## src/rtl/dlpe_pkg.sv

```systemverilog
// shared types, constants and helpers for the dimmed rgb led pulse encoder
package dlpe_pkg;

  localparam int DURATION_BITS = 15;
  localparam int TICK_W        = 15;
  localparam int CHAN_W        = 8;
  localparam int WORD_W        = 3 * CHAN_W;
  localparam int CNT_W         = $clog2(WORD_W + 1);
  localparam int FIFO_DEPTH    = 2;
  localparam int PTR_W         = $clog2(FIFO_DEPTH);
  localparam int FILL_W        = $clog2(FIFO_DEPTH + 1);
  localparam int ADDR_W        = 5;
  localparam int DATA_W        = 32;
  localparam int IDX_W         = 3;

  localparam logic [TICK_W-1:0] DUR_MASK = TICK_W'((64'd1 << DURATION_BITS) - 64'd1);

  localparam logic [IDX_W-1:0] REG_BRIGHTNESS = 3'd0;
  localparam logic [IDX_W-1:0] REG_ONE_HIGH   = 3'd1;
  localparam logic [IDX_W-1:0] REG_ONE_LOW    = 3'd2;
  localparam logic [IDX_W-1:0] REG_ZERO_HIGH  = 3'd3;
  localparam logic [IDX_W-1:0] REG_ZERO_LOW   = 3'd4;
  localparam logic [IDX_W-1:0] REG_LATCH_LOW  = 3'd5;

  localparam logic [CHAN_W-1:0] RST_BRIGHTNESS = 8'd255;
  localparam logic [TICK_W-1:0] RST_ONE_HIGH   = TICK_W'(28) & DUR_MASK;
  localparam logic [TICK_W-1:0] RST_ONE_LOW    = TICK_W'(24) & DUR_MASK;
  localparam logic [TICK_W-1:0] RST_ZERO_HIGH  = TICK_W'(14) & DUR_MASK;
  localparam logic [TICK_W-1:0] RST_ZERO_LOW   = TICK_W'(34) & DUR_MASK;
  localparam logic [TICK_W-1:0] RST_LATCH_LOW  = TICK_W'(2000) & DUR_MASK;

  typedef struct packed {
    logic [WORD_W-1:0] word;
    logic              last;
  } pix_t;

  typedef struct packed {
    logic [TICK_W-1:0] one_high;
    logic [TICK_W-1:0] one_low;
    logic [TICK_W-1:0] zero_high;
    logic [TICK_W-1:0] zero_low;
    logic [TICK_W-1:0] latch_low;
  } timing_t;

  // exact floor(p / 255) for p up to 255 * 255
  function automatic logic [CHAN_W-1:0] div255(input logic [2*CHAN_W-1:0] p);
    logic [2*CHAN_W:0] sum;
    sum = {1'b0, p} + (2*CHAN_W+1)'(1) + (2*CHAN_W+1)'(p[2*CHAN_W-1:CHAN_W]);
    return sum[2*CHAN_W-1:CHAN_W];
  endfunction

endpackage

```

## src/rtl/dlpe_front.sv

```systemverilog
// front end: accepts pixels, scales each channel by brightness and packs grb
module dlpe_front import dlpe_pkg::*; (
  input  logic              clk_i,
  input  logic              rst_ni,
  input  logic              in_valid_i,
  output logic              in_stall_o,
  input  logic [CHAN_W-1:0] red_i,
  input  logic [CHAN_W-1:0] green_i,
  input  logic [CHAN_W-1:0] blue_i,
  input  logic              last_pixel_i,
  input  logic [CHAN_W-1:0] brightness_i,
  input  logic              fifo_full_i,
  output logic              push_o,
  output pix_t              push_data_o
);

  logic                s1_valid_q, s1_valid_d;
  logic [2*CHAN_W-1:0] prod_r_q, prod_g_q, prod_b_q;
  logic                last_q;
  logic                accept;

  assign in_stall_o = s1_valid_q && fifo_full_i;
  assign accept     = in_valid_i && !in_stall_o;
  assign push_o     = s1_valid_q && !fifo_full_i;

  always_comb begin
    s1_valid_d = s1_valid_q;
    if (accept) begin
      s1_valid_d = 1'b1;
    end else if (push_o) begin
      s1_valid_d = 1'b0;
    end
  end

  always_ff @(posedge clk_i or negedge rst_ni) begin
    if (!rst_ni) begin
      s1_valid_q <= 1'b0;
    end else begin
      s1_valid_q <= s1_valid_d;
    end
  end

  always_ff @(posedge clk_i) begin
    if (accept) begin
      prod_r_q <= (2*CHAN_W)'(red_i) * (2*CHAN_W)'(brightness_i);
      prod_g_q <= (2*CHAN_W)'(green_i) * (2*CHAN_W)'(brightness_i);
      prod_b_q <= (2*CHAN_W)'(blue_i) * (2*CHAN_W)'(brightness_i);
      last_q   <= last_pixel_i;
    end
  end

  assign push_data_o.word = {div255(prod_g_q), div255(prod_r_q), div255(prod_b_q)};
  assign push_data_o.last = last_q;

endmodule

```

## src/rtl/dlpe_fifo.sv

```systemverilog
// short pixel queue between the front end and the symbol generator
module dlpe_fifo import dlpe_pkg::*; (
  input  logic clk_i,
  input  logic rst_ni,
  input  logic push_i,
  input  pix_t push_data_i,
  output logic full_o,
  input  logic pop_i,
  output pix_t head_o,
  output logic empty_o
);

  pix_t              mem_q [FIFO_DEPTH];
  logic [PTR_W-1:0]  wr_ptr_q, rd_ptr_q;
  logic [FILL_W-1:0] count_q;

  assign full_o  = (count_q == FILL_W'(FIFO_DEPTH));
  assign empty_o = (count_q == '0);
  assign head_o  = mem_q[rd_ptr_q];

  always_ff @(posedge clk_i or negedge rst_ni) begin
    if (!rst_ni) begin
      wr_ptr_q <= '0;
      rd_ptr_q <= '0;
      count_q  <= '0;
    end else begin
      if (push_i) begin
        wr_ptr_q <= wr_ptr_q + PTR_W'(1);
      end
      if (pop_i) begin
        rd_ptr_q <= rd_ptr_q + PTR_W'(1);
      end
      unique case ({push_i, pop_i})
        2'b10:   count_q <= count_q + FILL_W'(1);
        2'b01:   count_q <= count_q - FILL_W'(1);
        default: count_q <= count_q;
      endcase
    end
  end

  always_ff @(posedge clk_i) begin
    if (push_i) begin
      mem_q[wr_ptr_q] <= push_data_i;
    end
  end

  a_no_pop_empty: assert property (@(posedge clk_i) disable iff (!rst_ni)
    empty_o |-> !pop_i) else $error("pop from empty pixel queue");

  a_count_bound: assert property (@(posedge clk_i) disable iff (!rst_ni)
    count_q <= FILL_W'(FIFO_DEPTH)) else $error("pixel queue count overflow");

endmodule

```

## src/rtl/dlpe_back.sv

```systemverilog
// back end: walks the queued grb word and emits one pulse symbol per cycle while out_stall_i is low
module dlpe_back import dlpe_pkg::*; (
  input  logic              clk_i,
  input  logic              rst_ni,
  input  pix_t              head_i,
  input  logic              empty_i,
  output logic              pop_o,
  input  timing_t           timing_i,
  output logic              out_valid_o,
  input  logic              out_stall_i,
  output logic              first_level_o,
  output logic [TICK_W-1:0] first_ticks_o,
  output logic [TICK_W-1:0] second_ticks_o,
  output logic              end_of_run_o
);

  logic              busy_q;
  logic [WORD_W-1:0] word_q;
  logic              last_q;
  logic [CNT_W-1:0]  cnt_q;
  logic              out_valid_q;
  logic              level_q, eor_q;
  logic [TICK_W-1:0] first_q, second_q;

  logic              advance, emit, is_data, is_final;
  logic              sym_level;
  logic [TICK_W-1:0] sym_first, sym_second;

  assign advance  = !out_valid_q || !out_stall_i;
  assign emit     = busy_q && advance;
  assign is_data  = (cnt_q < CNT_W'(WORD_W));
  assign is_final = (cnt_q == CNT_W'(WORD_W - 1) && !last_q) || (cnt_q == CNT_W'(WORD_W));
  assign pop_o    = !empty_i && (!busy_q || (emit && is_final));

  always_comb begin
    if (is_data) begin
      sym_level  = 1'b1;
      sym_first  = word_q[WORD_W-1] ? timing_i.one_high : timing_i.zero_high;
      sym_second = word_q[WORD_W-1] ? timing_i.one_low  : timing_i.zero_low;
    end else begin
      sym_level  = 1'b0;
      sym_first  = '0;
      sym_second = timing_i.latch_low;
    end
  end

  always_ff @(posedge clk_i or negedge rst_ni) begin
    if (!rst_ni) begin
      busy_q      <= 1'b0;
      cnt_q       <= '0;
      out_valid_q <= 1'b0;
    end else begin
      if (emit) begin
        out_valid_q <= 1'b1;
      end else if (advance) begin
        out_valid_q <= 1'b0;
      end
      if (pop_o) begin
        busy_q <= 1'b1;
        cnt_q  <= '0;
      end else if (emit) begin
        if (is_final) begin
          busy_q <= 1'b0;
        end else begin
          cnt_q <= cnt_q + CNT_W'(1);
        end
      end
    end
  end

  always_ff @(posedge clk_i) begin
    if (pop_o) begin
      word_q <= head_i.word;
      last_q <= head_i.last;
    end else if (emit) begin
      word_q <= {word_q[WORD_W-2:0], 1'b0};
    end
    if (emit) begin
      level_q  <= sym_level;
      first_q  <= sym_first;
      second_q <= sym_second;
      eor_q    <= is_final;
    end
  end

  assign out_valid_o    = out_valid_q;
  assign first_level_o  = level_q;
  assign first_ticks_o  = first_q;
  assign second_ticks_o = second_q;
  assign end_of_run_o   = eor_q;

  a_latch_is_final: assert property (@(posedge clk_i) disable iff (!rst_ni)
    out_valid_o && !first_level_o |-> end_of_run_o && first_ticks_o == '0)
    else $error("latch symbol not marked as end of run");

  a_pop_restarts: assert property (@(posedge clk_i) disable iff (!rst_ni)
    pop_o |=> busy_q && cnt_q == '0) else $error("pixel load did not restart count");

  a_cnt_range: assert property (@(posedge clk_i) disable iff (!rst_ni)
    cnt_q <= CNT_W'(WORD_W)) else $error("symbol counter out of range");

endmodule

```

## src/rtl/dimmed_rgb_led_pulse_encoder.sv

```systemverilog
// top level: register port, front end, pixel queue and symbol generator
//
// pixels enter on in_valid_i/in_stall_o with red, green, blue and last_pixel;
// each accepted transaction yields 24 pulse symbols on out_valid_o/out_stall_i
// (green, red, blue, msb first), plus a latch symbol when last_pixel is set.
// channels are scaled by brightness as value*brightness/255, truncated.
// path: an accepted pixel passes the scaling register, the pixel queue,
// the symbol generator's word register and the output register.
// throughput: one symbol per cycle while out_stall_i is low; the symbol
// generator walks the queued word one bit each cycle and loads the next
// queued pixel without a gap.
// a two-entry pixel queue lets the front end keep accepting while symbols
// drain; when out_stall_i is held the output symbol holds and the front end
// stalls once the queue and its scaling stage are full. reset empties the
// queue and output and loads the default brightness and pulse timings; the
// user must write registers over the apb port only while idle; not enforced.
module dimmed_rgb_led_pulse_encoder import dlpe_pkg::*; (
  input  logic              clk_i,
  input  logic              rst_ni,
  input  logic              psel,
  input  logic              penable,
  input  logic              pwrite,
  input  logic [ADDR_W-1:0] paddr,
  input  logic [DATA_W-1:0] pwdata,
  output logic [DATA_W-1:0] prdata,
  output logic              pready,
  input  logic              in_valid_i,
  output logic              in_stall_o,
  input  logic [CHAN_W-1:0] red_i,
  input  logic [CHAN_W-1:0] green_i,
  input  logic [CHAN_W-1:0] blue_i,
  input  logic              last_pixel_i,
  output logic              out_valid_o,
  input  logic              out_stall_i,
  output logic              first_level_o,
  output logic [TICK_W-1:0] first_ticks_o,
  output logic [TICK_W-1:0] second_ticks_o,
  output logic              end_of_run_o
);

  logic [CHAN_W-1:0] brightness_q;
  timing_t           timing_q;
  logic              cfg_wr;
  logic [IDX_W-1:0]  cfg_idx;
  logic [TICK_W-1:0] dur_wdata;

  logic fifo_full, fifo_empty, push, pop;
  pix_t push_data, head;

  assign pready    = 1'b1;
  assign cfg_wr    = psel && penable && pwrite && pready;
  assign cfg_idx   = paddr[ADDR_W-1:2];
  assign dur_wdata = pwdata[TICK_W-1:0] & DUR_MASK;

  always_ff @(posedge clk_i or negedge rst_ni) begin
    if (!rst_ni) begin
      brightness_q       <= RST_BRIGHTNESS;
      timing_q.one_high  <= RST_ONE_HIGH;
      timing_q.one_low   <= RST_ONE_LOW;
      timing_q.zero_high <= RST_ZERO_HIGH;
      timing_q.zero_low  <= RST_ZERO_LOW;
      timing_q.latch_low <= RST_LATCH_LOW;
    end else if (cfg_wr) begin
      unique case (cfg_idx)
        REG_BRIGHTNESS: brightness_q       <= pwdata[CHAN_W-1:0];
        REG_ONE_HIGH:   timing_q.one_high  <= dur_wdata;
        REG_ONE_LOW:    timing_q.one_low   <= dur_wdata;
        REG_ZERO_HIGH:  timing_q.zero_high <= dur_wdata;
        REG_ZERO_LOW:   timing_q.zero_low  <= dur_wdata;
        REG_LATCH_LOW:  timing_q.latch_low <= dur_wdata;
        default: ;
      endcase
    end
  end

  always_comb begin
    unique case (cfg_idx)
      REG_BRIGHTNESS: prdata = DATA_W'(brightness_q);
      REG_ONE_HIGH:   prdata = DATA_W'(timing_q.one_high);
      REG_ONE_LOW:    prdata = DATA_W'(timing_q.one_low);
      REG_ZERO_HIGH:  prdata = DATA_W'(timing_q.zero_high);
      REG_ZERO_LOW:   prdata = DATA_W'(timing_q.zero_low);
      REG_LATCH_LOW:  prdata = DATA_W'(timing_q.latch_low);
      default:        prdata = '0;
    endcase
  end

  dlpe_front u_front (
    .clk_i        (clk_i),
    .rst_ni       (rst_ni),
    .in_valid_i   (in_valid_i),
    .in_stall_o   (in_stall_o),
    .red_i        (red_i),
    .green_i      (green_i),
    .blue_i       (blue_i),
    .last_pixel_i (last_pixel_i),
    .brightness_i (brightness_q),
    .fifo_full_i  (fifo_full),
    .push_o       (push),
    .push_data_o  (push_data)
  );

  dlpe_fifo u_fifo (
    .clk_i       (clk_i),
    .rst_ni      (rst_ni),
    .push_i      (push),
    .push_data_i (push_data),
    .full_o      (fifo_full),
    .pop_i       (pop),
    .head_o      (head),
    .empty_o     (fifo_empty)
  );

  dlpe_back u_back (
    .clk_i          (clk_i),
    .rst_ni         (rst_ni),
    .head_i         (head),
    .empty_i        (fifo_empty),
    .pop_o          (pop),
    .timing_i       (timing_q),
    .out_valid_o    (out_valid_o),
    .out_stall_i    (out_stall_i),
    .first_level_o  (first_level_o),
    .first_ticks_o  (first_ticks_o),
    .second_ticks_o (second_ticks_o),
    .end_of_run_o   (end_of_run_o)
  );

endmodule

```

## config.mk

```make
export PLATFORM = sky130hd
export DESIGN_NAME = dimmed_rgb_led_pulse_encoder
export DESIGN_NICKNAME = d
export VERILOG_FILES = /design/src/rtl/dlpe_pkg.sv /design/src/rtl/dlpe_front.sv /design/src/rtl/dlpe_fifo.sv /design/src/rtl/dlpe_back.sv /design/src/rtl/dimmed_rgb_led_pulse_encoder.sv
export SDC_FILE = /design/constraint.sdc
export NUM_CORES = 1
export LEC_CHECK = 0
export ABC_CLOCK_PERIOD_IN_PS = 13800
export BUFFER_PORTS_ARGS = -buffer_cell sky130_fd_sc_hd__clkbuf_2
export CAP_MARGIN = 15
export CELL_PAD_IN_SITES_DETAIL_PLACEMENT = 1
export CELL_PAD_IN_SITES_GLOBAL_PLACEMENT = 2
export CORE_MARGIN = 5
export CORE_UTILIZATION = 45
export DETAILED_ROUTE_END_ITERATION = 12
export GPL_TIMING_DRIVEN = 0
export HOLD_SLACK_MARGIN = 0.08
export PLACE_DENSITY_LB_ADDON = 0.1
export SLEW_MARGIN = 5
export SYNTH_ARGS = -nofsm -noshare
export SYNTH_HDL_FRONTEND = slang
export SYNTH_SLANG_ARGS = --single-unit
export TNS_END_PERCENT = 1
```

## constraint.sdc

```tcl
create_clock -name clk_i -period 13.8 [get_ports clk_i]
set_clock_uncertainty 0.15 [all_clocks]
set_input_delay 2.76 -clock clk_i [delete_from_list [all_inputs] [get_ports clk_i]]
set_output_delay 2.76 -clock clk_i [all_outputs]
set_load 0.01 [all_outputs]
```

==> impl_metrics.ini <==
[die]
rows = 72
core_area_mm2 = 0.0384
pin_count = 136
dieArea_mm2 = 0.0426
start_util_pct = 45.2
die_w_um = 206
die_height_um = 206

[clocking]
worstSkewPairLatency_ps = 530
cts_max_level = 1
cts_max_path_buffers = 3
cts-root-buf = clkbuf_16
numCtsBuffers = 26
post_cts_resize_count = 0
hold_buffers = 0
cts_tree = yes
cts_sinks = 251
cts_setup_buffers = 0
clk_pin_slew_worst_paths_ps = 60

[setup_path]
cp_num_buf_inv = 4
start_kind = primary input
crit_type = in -> out
crit_family = buffers and inverters
path_cells = clkbuf_2, buf_2, buf_2, nor2b_1, a22oi_1, o22ai_1, clkbuf_2
cpPeakStageDelay_ps = 520
required_ps = 10890
critPathCaptureType = output pin
critical_path.max_fanout = 10
crit_slowest_cell = nor2b_1
worst_ep_arrival_time_ps = 4820

[layout]
fillCellCount = 4154
layout.cells.non_filler = 2192
area_growth_pct = 12.2
nets = 1962
drive_above_1_share_pct = 17.9

[power_and_ir_drop]
p_seq_share_pct = 36.5
vdd_drop_max_uv = 96.0
intPower_mw = 2.21
leakage_nw = 8.86
p_clk_share_pct = 19.7
p_sw_mw = 1.32
power.density_mw_per_mm2 = 181
combPwrFrac_pct = 43.9
swShare_pct = 37.4

[synth]
synth_edf_count = 156
seq_area_frac_synth_pct = 40.9
avgSynthCellArea_um2 = 11.5
asyncSetResetFlopFracSynth_pct = 37.8
synthesis.area_mm2 = 0.0174
synth-seq-cells = 251
yosys_warnings = 0
synth_cell_types = 57
synth_ff_type = edfxtp_1
synthCells = 1510

[global_routing]
grt_pass1_vias = 12412
grt_max_degree = 96
grt_pass1_wl_um = 67800
grt.overflow.total = 0
track_usage_pct = 20.1
antenna_found_initial = 0

[outcome]
status = finished clean

[route]
first_pass_iters = 4
drc = 0
initialDrtViolationCount = 504
wl_per_cell_um = 19.1
drt_wl_total_um = 41800
ant_nets = 0
num_vias = 11421
viasPerCell = 5.21

[sta]
max_slew_margin_pct = 28.7
rsz0062_at_grt = false
min_period_ps = 7730
slew_violations = 0
tightest_slew_ps = 1070
tns_ps = 0
hold_violations = 0
setup_viol = 0
fmax_mhz = 129
timing.final.crit_share_pct = 56.0

[min_path]
holdCritPathClass = reg -> reg

[place]
port_buffers = 96
finalWeightedCongestion = 0.789
dp_cells = 2143
dp_hpwl_um = 32200

[run]
maxCapViolations = 0
[layout by cell type, fill, tap and decap left out, types with 5 or more instances in the layout]
master | synthesis | layout
a21oi_1 | 56 | 56
clkbuf_1 | 35 | 44
o22ai_1 | 14 | 14
conb_1 | 2 | 18
nor2_1 | 72 | 71
o21ai_0 | 31 | 31
a21o_1 | 10 | 10
inv_1 | 165 | 165
clkbuf_2 | 0 | 95
buf_4 | 24 | 24
mux2_2 | 90 | 90
o211ai_1 | 5 | 5
clkbuf_16 | 0 | 26
nand2b_1 | 8 | 8
nor2b_1 | 15 | 15
nor3_1 | 9 | 9
and2_1 | 163 | 161
a22oi_1 | 18 | 18
nand4_1 | 9 | 9
ha_1 | 132 | 132
mux2_1 | 10 | 10
nand3_1 | 11 | 11
fa_1 | 108 | 108
xor2_1 | 14 | 14
mux2i_1 | 66 | 66
dfrtp_1 | 71 | 71
nand2_1 | 75 | 75
dfstp_2 | 24 | 24
buf_2 | 13 | 13
edfxtp_1 | 156 | 156
o21a_1 | 8 | 8
xnor2_1 | 53 | 53
[synthesized netlist by cell type (all sizes together) (38+ instances only)]
master / number / share of area, %
and2: 163 / 5.9
nand2: 75 / 1.6
fa: 108 / 12
xnor2: 53 / 2.7
buf: 38 / 1.4
dfrtp: 71 / 10
a21oi: 56 / 1.6
inv: 165 / 3.6
mux2i: 66 / 3.8
mux2: 100 / 6.5
nor2: 72 / 1.6
ha: 132 / 9.5
edfxtp: 156 / 27
[power groups by stage]
stage               clock (mW)  sequential, mW  combinational [mW]
floorplan                    0            1.26                1.13
finish                   0.694            1.29                1.55
detailed placement           0            1.30                1.57
global route             0.743            1.31                1.79
global placement             0            1.30                1.51
CTS                      0.711            1.29                1.59
[stage by stage]
step | hold slack [ps] | util (%) | area, um^2 | worst slack [ps] | power (mW)
2_1_floorplan | 271 | - | 17400 | 7050 | 2.38
3_3_place_gp | 303 | 48.3 | 18500 | 6130 | 2.81
3_5_place_dp | 296 | 48.5 | 18600 | 6100 | 2.87
4_1_cts | 327 | 50.7 | 19500 | 6090 | 3.58
5_1_grt | 344 | 50.7 | 19500 | 6020 | 3.84
6_report | 329 | 50.7 | 19500 | 6070 | 3.53
[worst paths after layout]
check / start / end / slack [ps] / cells after the start
setup reg to reg: brightness_q[2] / u_front.prod_g_q[15] / 8370 / 16
hold reg to reg: u_back.busy_q / u_back.out_valid_o / 330 / 1
max in group asynchronous: rst_ni / timing_q[24] / 10780 / 1
min in group asynchronous: rst_ni / u_back.cnt_q[2] / 2110 / 1
setup / recovery: paddr[2] / prdata[4] / 6070 / 7
hold / removal: u_back.busy_q / u_back.out_valid_o / 330 / 1
[cell type report]
class | count | area (um^2) | area share (%)
Tap cell | 518 | 648 | 3.33
Clock buffer | 35 | 684 | 3.52
Inverter | 165 | 619 | 3.18
Buffer | 73 | 380 | 1.95
Antenna cell | 1 | 2.50 | 0.0129
Clock inverter | 13 | 151 | 0.778
Multi-Input combinational cell | 1037 | 9330 | 47.9
Sequential cell | 251 | 7090 | 36.4
Timing Repair Buffer | 99 | 564 | 2.90
[flip-flops by register name, indices dropped and copies added (netlist names), 8 cells and up]
| signal | cells |
|---|---|
| u_back.first_ticks_o | 15 |
| u_front.prod_b_q | 16 |
| u_fifo.mem_q | 50 |
| brightness_q | 8 |
| u_back.second_ticks_o | 15 |
| timing_q | 75 |
| u_back.word_q | 24 |
| u_front.prod_r_q | 16 |
| u_front.prod_g_q | 16 |
[logic make-up (layout without fill, tap and decap cells)]
| logic type | count (synthesis) | count (layout) | synth area share [%] |
|---|---|---|---|
| and+or+nand+nor | 378 | 378 | 11.5 |
| AOI/OAI and AO/OA | 167 | 167 | 6.06 |
| adders and majority gates | 240 | 240 | 22.0 |
| buffers and inverters | 238 | 385 | 5.76 |
| other | 2 | 19 | 0.0433 |
| DFF | 251 | 251 | 40.9 |
| muxes | 167 | 167 | 10.4 |
| xor gates and xnor gates | 67 | 67 | 3.38 |
[layer usage]
layer  track usage [%]  share of wire (%)  up-vias
met3              1.58                2.9       42
li1                  -                  -     5371
met1              27.1                 45     5829
met2              35.8                 50      179
met4              4.30                1.8        0
met5                 0                  0        -
Note: power is estimated with default switching activity, not from simulation.
